## config.mk

```make
export PLATFORM = sky130hd
export DESIGN_NAME = double_step_line_rasterizer_flat
export DESIGN_NICKNAME = d
export VERILOG_FILES = /design/src/design/dsl_pkg.sv /design/src/design/dsl_in_if.sv /design/src/design/dsl_out_if.sv /design/src/design/double_step_line_rasterizer.sv /design/src/flat_wrapper.sv
export VERILOG_INCLUDE_DIRS = /design/src /design/src/design
export SDC_FILE = /design/constraint.sdc
export NUM_CORES = 1
export LEC_CHECK = 0
export BUFFER_PORTS_ARGS = -buffer_cell sky130_fd_sc_hd__buf_2
export CORE_AREA = 10 10 209 211
export DETAILED_ROUTE_END_ITERATION = 16
export DIE_AREA = 0 0 219 221
export GPL_TIMING_DRIVEN = 0
export PLACE_DENSITY = 0.68
export SYNTH_ARGS = -nofsm -noshare
export SYNTH_HDL_FRONTEND = slang
export SYNTH_SLANG_ARGS = --single-unit
```

## constraint.sdc

```tcl
create_clock -name clk -period 13.05 [get_ports clk]
set_clock_uncertainty 0.15 [all_clocks]
set_input_delay 1.305 -clock clk [delete_from_list [all_inputs] [get_ports clk]]
set_output_delay 1.305 -clock clk [all_outputs]
set_load 0.03 [all_outputs]
```

## src/design/assert_macros.svh

```systemverilog
// Assertion helpers used by the line rasterizer.
`ifndef ASSERT_MACROS_SVH
`define ASSERT_MACROS_SVH

`ifndef SYNTHESIS

// Checked at every rising clock edge, ignored while reset is asserted.
`define DSL_ASSERT(lbl, clk, rst_n, prop, msg) \
	lbl: assert property (@(posedge clk) disable iff (!rst_n) (prop)) \
	else $error(msg);

// Checked at every rising clock edge, reset included.
`define DSL_ASSERT_ALWAYS(lbl, clk, prop, msg) \
	lbl: assert property (@(posedge clk) (prop)) \
	else $error(msg);

`else

`define DSL_ASSERT(lbl, clk, rst_n, prop, msg)
`define DSL_ASSERT_ALWAYS(lbl, clk, prop, msg)

`endif

`endif

```

## src/design/dsl_pkg.sv

```systemverilog
package dsl_pkg;

	localparam int COORD_BITS = 12;
	localparam int DEC_BITS   = COORD_BITS + 4;
	localparam int REM_BITS   = COORD_BITS + 1;

	typedef logic [COORD_BITS-1:0]        coord_t;
	typedef logic signed [DEC_BITS-1:0]   dec_t;
	typedef logic [REM_BITS-1:0]          rem_t;

	typedef enum logic {
		CMD_START = 1'b0,
		CMD_STEP  = 1'b1
	} cmd_e;

	typedef struct packed {
		coord_t first_px;
		coord_t first_py;
		coord_t second_px;
		coord_t second_py;
		logic   second_valid;
		logic   last;
	} res_t;

endpackage

```

## src/design/dsl_in_if.sv

```systemverilog
interface dsl_in_if;
	import dsl_pkg::*;

	logic   valid;
	logic   ready;
	cmd_e   command;
	coord_t start_x;
	coord_t start_y;
	coord_t end_x;
	coord_t end_y;

	modport source (
		output valid, command, start_x, start_y, end_x, end_y,
		input  ready
	);

	modport sink (
		input  valid, command, start_x, start_y, end_x, end_y,
		output ready
	);

endinterface

```

## src/design/dsl_out_if.sv

```systemverilog
interface dsl_out_if;
	import dsl_pkg::*;

	logic   valid;
	logic   ready;
	coord_t first_px;
	coord_t first_py;
	coord_t second_px;
	coord_t second_py;
	logic   second_valid;
	logic   last;

	modport source (
		output valid, first_px, first_py, second_px, second_py, second_valid, last,
		input  ready
	);

	modport sink (
		input  valid, first_px, first_py, second_px, second_py, second_valid, last,
		output ready
	);

endinterface

```

## src/design/double_step_line_rasterizer.sv

```systemverilog
// Double-step line rasterizer. A start item (command = 0) loads two endpoints
// and sets up the line; each step item (command = 1) then yields the next two
// pixels along the major axis, the start pixel itself never being issued. The
// final step of a line with an odd pixel count carries one pixel only
// (second_valid = 0, second pixel zero), and the item that reaches the end
// point has last = 1. Start items and steps sent with no line in progress give
// no result; a start replaces any line in progress. Throughput is one item per
// clock while req.ready is high: the setup and the pixel-pair step are each a
// single pass of add, compare and select logic on the line registers. A result
// is on the output in the cycle after its step item is taken when the result
// register is empty or being read in that cycle; otherwise it waits in a
// one-entry skid buffer until the sink takes the result ahead of it. req.ready
// falls only while both hold results that the sink has not yet taken.
`include "assert_macros.svh"

module double_step_line_rasterizer (
	input  logic      clk,
	input  logic      arst_n,
	dsl_in_if.sink    req,
	dsl_out_if.source rsp
);
	import dsl_pkg::*;

	function automatic coord_t step_coord(input coord_t v, input logic neg);
		return neg ? coord_t'(v - coord_t'(1)) : coord_t'(v + coord_t'(1));
	endfunction

	// line state
	coord_t cur_x_q, cur_y_q;
	logic   dir_x_neg_q, dir_y_neg_q;
	logic   x_major_q, steep_q;
	dec_t   decision_q, inc_one_q, inc_two_q, split_q;
	rem_t   remaining_q;
	logic   active_q;

	// output side
	logic out_v_q, skid_v_q;
	res_t out_q, skid_q;

	logic req_fire, start_fire, res_gen, out_take, out_free;

	assign req.ready  = !skid_v_q;
	assign req_fire   = req.valid && req.ready;
	assign start_fire = req_fire && (req.command == CMD_START);
	assign res_gen    = req_fire && (req.command == CMD_STEP) && active_q;
	assign out_take   = out_v_q && rsp.ready;
	assign out_free   = !out_v_q || out_take;

	// ---------------- line setup ----------------
	logic signed [COORD_BITS:0] dx_w, dy_w, adx_w, ady_w;
	coord_t adx, ady, big_w, small_w;
	logic   x_major_w, steep_w;
	dec_t   big_d, small_d, diff_d, inc_two_w, inc_one_w, split_w, decision_w;

	always_comb begin
		dx_w      = $signed({1'b0, req.end_x}) - $signed({1'b0, req.start_x});
		dy_w      = $signed({1'b0, req.end_y}) - $signed({1'b0, req.start_y});
		adx_w     = dx_w[COORD_BITS] ? -dx_w : dx_w;
		ady_w     = dy_w[COORD_BITS] ? -dy_w : dy_w;
		adx       = adx_w[COORD_BITS-1:0];
		ady       = ady_w[COORD_BITS-1:0];
		x_major_w = adx > ady;
		big_w     = x_major_w ? adx : ady;
		small_w   = x_major_w ? ady : adx;
		big_d     = $signed({{(DEC_BITS-COORD_BITS){1'b0}}, big_w});
		small_d   = $signed({{(DEC_BITS-COORD_BITS){1'b0}}, small_w});
		diff_d    = small_d - big_d;
		inc_two_w = (small_d <<< 2) - (big_d <<< 1);
		steep_w   = !inc_two_w[DEC_BITS-1];
		if (steep_w) begin
			split_w    = diff_d <<< 1;
			inc_one_w  = diff_d <<< 2;
			decision_w = (diff_d <<< 2) + big_d;
		end else begin
			split_w    = small_d <<< 1;
			inc_one_w  = small_d <<< 2;
			decision_w = (small_d <<< 2) - big_d;
		end
	end

	// ---------------- pixel pair step ----------------
	logic   use_one, first_diag, second_diag, rem_ge2, active_nxt;
	coord_t p1x, p1y, p2x, p2y;
	dec_t   decision_nxt;
	rem_t   rem_nxt;
	res_t   res_w;

	always_comb begin
		if (!steep_q ? decision_q[DEC_BITS-1] : (decision_q > dec_t'(0))) begin
			use_one     = 1'b1;
			first_diag  = steep_q;
			second_diag = steep_q;
		end else begin
			use_one     = 1'b0;
			first_diag  = !(decision_q < split_q);
			second_diag = decision_q < split_q;
		end
		p1x = (x_major_q || first_diag)  ? step_coord(cur_x_q, dir_x_neg_q) : cur_x_q;
		p1y = (!x_major_q || first_diag) ? step_coord(cur_y_q, dir_y_neg_q) : cur_y_q;
		p2x = (x_major_q || second_diag)  ? step_coord(p1x, dir_x_neg_q) : p1x;
		p2y = (!x_major_q || second_diag) ? step_coord(p1y, dir_y_neg_q) : p1y;

		rem_ge2      = remaining_q > rem_t'(1);
		rem_nxt      = rem_ge2 ? rem_t'(remaining_q - rem_t'(2)) : '0;
		active_nxt   = rem_nxt != '0;
		decision_nxt = decision_q + (use_one ? inc_one_q : inc_two_q);

		res_w.first_px     = p1x;
		res_w.first_py     = p1y;
		res_w.second_px    = rem_ge2 ? p2x : '0;
		res_w.second_py    = rem_ge2 ? p2y : '0;
		res_w.second_valid = rem_ge2;
		res_w.last         = !active_nxt;
	end

	always_ff @(posedge clk or negedge arst_n) begin
		if (!arst_n) begin
			cur_x_q     <= '0;
			cur_y_q     <= '0;
			dir_x_neg_q <= 1'b0;
			dir_y_neg_q <= 1'b0;
			x_major_q   <= 1'b0;
			steep_q     <= 1'b0;
			decision_q  <= '0;
			inc_one_q   <= '0;
			inc_two_q   <= '0;
			split_q     <= '0;
			remaining_q <= '0;
			active_q    <= 1'b0;
		end else if (start_fire) begin
			cur_x_q     <= req.start_x;
			cur_y_q     <= req.start_y;
			dir_x_neg_q <= dx_w[COORD_BITS];
			dir_y_neg_q <= dy_w[COORD_BITS];
			x_major_q   <= x_major_w;
			steep_q     <= steep_w;
			decision_q  <= decision_w;
			inc_one_q   <= inc_one_w;
			inc_two_q   <= inc_two_w;
			split_q     <= split_w;
			remaining_q <= {1'b0, big_w};
			active_q    <= big_w != '0;
		end else if (res_gen) begin
			cur_x_q     <= rem_ge2 ? p2x : p1x;
			cur_y_q     <= rem_ge2 ? p2y : p1y;
			decision_q  <= decision_nxt;
			remaining_q <= rem_nxt;
			active_q    <= active_nxt;
		end
	end

	// ---------------- result register and skid ----------------
	always_ff @(posedge clk or negedge arst_n) begin
		if (!arst_n) begin
			out_v_q  <= 1'b0;
			skid_v_q <= 1'b0;
		end else if (out_free) begin
			out_v_q  <= skid_v_q || res_gen;
			skid_v_q <= skid_v_q && res_gen;
		end else if (res_gen) begin
			skid_v_q <= 1'b1;
		end
	end

	always_ff @(posedge clk) begin
		if (out_free) begin
			if (skid_v_q) begin
				out_q <= skid_q;
				if (res_gen)
					skid_q <= res_w;
			end else if (res_gen) begin
				out_q <= res_w;
			end
		end else if (res_gen) begin
			skid_q <= res_w;
		end
	end

	assign rsp.valid        = out_v_q;
	assign rsp.first_px     = out_q.first_px;
	assign rsp.first_py     = out_q.first_py;
	assign rsp.second_px    = out_q.second_px;
	assign rsp.second_py    = out_q.second_py;
	assign rsp.second_valid = out_q.second_valid;
	assign rsp.last         = out_q.last;

	`DSL_ASSERT(a_skid_behind_out, clk, arst_n, skid_v_q |-> out_v_q,
		"skid full with output empty")
	`DSL_ASSERT(a_active_has_rem, clk, arst_n, active_q |-> (remaining_q != '0),
		"active line with no pixels left")
	`DSL_ASSERT(a_rem_by_two, clk, arst_n,
		(res_gen && rem_ge2) |=> (remaining_q == rem_t'($past(remaining_q) - rem_t'(2))),
		"pixel count not reduced by two")
	`DSL_ASSERT(a_start_loads, clk, arst_n,
		start_fire |=> (cur_x_q == $past(req.start_x) && cur_y_q == $past(req.start_y)),
		"start point not loaded")

endmodule
```

## src/flat_wrapper.sv

```systemverilog
// flat-port wrapper written by rule: the top's interface ports become plain ports
module double_step_line_rasterizer_flat import dsl_pkg::*;
  (clk, arst_n, req_valid, req_command, req_start_x, req_start_y, req_end_x, req_end_y, req_ready, rsp_valid, rsp_first_px, rsp_first_py, rsp_second_px, rsp_second_py, rsp_second_valid, rsp_last, rsp_ready);
  dsl_in_if req_i ();
  dsl_out_if rsp_i ();
  input  logic clk;
  input  logic arst_n;
  input wire logic [$bits(req_i.valid)-1:0] req_valid;
  input wire logic [$bits(req_i.command)-1:0] req_command;
  input wire logic [$bits(req_i.start_x)-1:0] req_start_x;
  input wire logic [$bits(req_i.start_y)-1:0] req_start_y;
  input wire logic [$bits(req_i.end_x)-1:0] req_end_x;
  input wire logic [$bits(req_i.end_y)-1:0] req_end_y;
  output wire logic [$bits(req_i.ready)-1:0] req_ready;
  output wire logic [$bits(rsp_i.valid)-1:0] rsp_valid;
  output wire logic [$bits(rsp_i.first_px)-1:0] rsp_first_px;
  output wire logic [$bits(rsp_i.first_py)-1:0] rsp_first_py;
  output wire logic [$bits(rsp_i.second_px)-1:0] rsp_second_px;
  output wire logic [$bits(rsp_i.second_py)-1:0] rsp_second_py;
  output wire logic [$bits(rsp_i.second_valid)-1:0] rsp_second_valid;
  output wire logic [$bits(rsp_i.last)-1:0] rsp_last;
  input wire logic [$bits(rsp_i.ready)-1:0] rsp_ready;
  assign req_i.valid = req_valid;
  assign req_i.command = req_command;
  assign req_i.start_x = req_start_x;
  assign req_i.start_y = req_start_y;
  assign req_i.end_x = req_end_x;
  assign req_i.end_y = req_end_y;
  assign req_ready = req_i.ready;
  assign rsp_valid = rsp_i.valid;
  assign rsp_first_px = rsp_i.first_px;
  assign rsp_first_py = rsp_i.first_py;
  assign rsp_second_px = rsp_i.second_px;
  assign rsp_second_py = rsp_i.second_py;
  assign rsp_second_valid = rsp_i.second_valid;
  assign rsp_last = rsp_i.last;
  assign rsp_i.ready = rsp_ready;
  double_step_line_rasterizer u_core (.clk(clk), .arst_n(arst_n), .req(req_i), .rsp(rsp_i));
endmodule
```

==> qor.csv <==
metric;value;unit
outcome;finished clean;
relSlewSlack;0.0821;
rsz0062_at_grt;no;
layout-drive-gt1-share;0.102;
synthesis.area;15500;µm²
synth-main-ff-cell;edfxtp_1;
clkLatencyLatePin;450;ps
ys_types;74;
ys_seq_area_frac;0.333;
path_max_fanout;10;
most-common-layout-cells;nand2_1 (197), a21oi_1 (154), nor2_1 (144);
via_per_inst;5.73;
placed_cell_area;16800;µm²
final-instance-count-excl-fill;2458;
fmax;96.5;MHz
worst_slew_pin_slew;1360;ps
hp-class;reg -> reg;
grt_pass1_wl;76.5;mm
synth_edf_count;100;
start_util;0.394;
grt_max_degree;54;
cts_resized;0;
critPathRequiredTime;13210;ps
drc;0;
cp_slowest_cell;o21ai_0;
grt_pass1_vias;13438;
cap_violations;0;
clk_pin_slew;80;ps
cts_max_level;4;
antenna_found_initial;0;
wire_per_inst;20.0;µm
fp.coreArea;39500;µm²
setup_violations;0;
async_reset_ff_frac;0.465;
ios;105;
post-place-cells;2426;
dp_hpwl;38.7;mm
fin_tns_setup;0;ps
grt-ovfl-total;0;
ant_nets;0;
dp_slack;2550;ps
min_period_over_period;0.794;
hold_buffers;0;
drt_iter0_drc;1225;
finalHoldViolations;0;
routed_wl;49.2;mm
cts.sinks;187;
die_w;219;µm
holdPathStages;1;
syn_inst;1794;
maxSlewViolCount;0;
grtUsageTotal;0.198;
port_buffers;104;
nets;2122;
cp.arrival;10530;ps
die_h;221;µm
cts_setup_buffers;0;
synth_top_area_cell;edfxtp_1;
yosys_warnings;0;
via_count;14075;
start_kind;primary input;
syn_nets;1996;
cts_buffer_depth;2;
synth_area_per_cell;8.66;µm²
area_growth_syn_to_layout;12.2;%
tritoncts;built;
layout_commonest_cell;nand2_1;
drt_first_pass_iters;5;
fin_crit;10370;ps
synth-seq-cells;187;
place.gp.congestion;0.933;
timing.final.ws_setup;2680;ps
max_stage_delay;1110;ps
die-area;48400;µm²
worstSetupEndpointType;flop;
worstSetupPathType;in -> reg;
cts_made_buffers;17;
stdcell_area;17400;µm²
ctsRootBufferMaster;clkbuf_16;
antenna_cells;0;
rows;73;
rr_worst_depth;28;
yosysTopAreaCellShare;0.193;
synth_area_leaders;edfxtp_1 (19%), dfrtp_1 (14%), ha_1 (11%);
## cells by family (layout without fill, tap and decap cells)
kind of cell,Yosys count,in the layout,share of synthesized area
flops,187,187,0.333
buf+inv,191,330,0.0476
compound gates,530,530,0.215
xor+xnor,131,131,0.0748
mux,63,63,0.0435
fa+ha+maj,149,149,0.124
simple gates,543,543,0.162
## registers in the layout, indices dropped and copies added, names as in the netlist, 12 cells and up
| register | cells |
|---|---|
| u_core.cur_x_q | 12 |
| u_core.cur_y_q | 12 |
| u_core.decision_q | 16 |
| u_core.inc_two_q | 14 |
| u_core.remaining_q | 13 |
| u_core.rsp.first_px | 12 |
| u_core.rsp.first_py | 12 |
| u_core.rsp.second_px | 12 |
| u_core.rsp.second_py | 12 |
| u_core.skid_q | 50 |
| u_core.split_q | 13 |
## synth_stat cells, types with 29 or more instances
cell        n
a211oi_1   29
a21o_1     49
a21oi_1   154
clkbuf_1   62
dfrtp_1    87
edfxtp_1  100
ha_1      140
inv_1     114
mux2_2     35
nand2_1   197
nor2_1    145
nor3_1     34
o21ai_0   122
xnor2_1    95
xor2_1     34
## critical path, delay by kind of cell
kind | cells | cell delay (ps)
AO/OA/AOI/OAI | 19 | 5020
XOR/XNOR | 1 | 540
adder cells (fa/ha/maj) | 4 | 1210
buffers and inverters | 6 | 1700
AND/OR/NAND/NOR | 5 | 710
## metrics by stage
step                      hold slack [ps]  utilization
after global placement                306        0.424
after floorplan                       289            -
after CTS                             334        0.442
after global routing                  346        0.442
final                                 339        0.442
after detailed placement              314        0.426
## routing by layer
metal	wire, µm	global-route usage	vias to the layer above
met5	0	0	-
met1	21400	0.267	6728
li1	-	-	6735
met4	1680	0.0736	0
met3	3540	0.0306	82
met2	22500	0.311	530
## layout make-up
type | instances | area (µm²)
inverters | 115 | 432
well taps | 525 | 657
flip-flops and latches | 187 | 5180
clock inverters | 15 | 200
plain buffers | 76 | 308
fillers | 3913 | 22000
clock buffers | 17 | 425
repair buffers | 107 | 591
multi-input cells | 1416 | 9640
## worst paths after layout
kind / startpoint / endpoint / slack [ps]
min in group asynchronous: arst_n / u_core.decision_q[12] / 670
min: u_core.inc_two_q[1] / u_core.inc_two_q[1] / 340
max in group asynchronous: arst_n / u_core.cur_x_q[3] / 11420
max: req_start_x[0] / u_core.decision_q[4] / 2680
max reg2reg: u_core.decision_q[2] / u_core.cur_y_q[10] / 6470
min reg2reg: u_core.inc_two_q[1] / u_core.inc_two_q[1] / 340
Power is left out: the tool's default activity adds up to more than one toggle a clock period on the data nets, which glitch-free logic cannot reach.
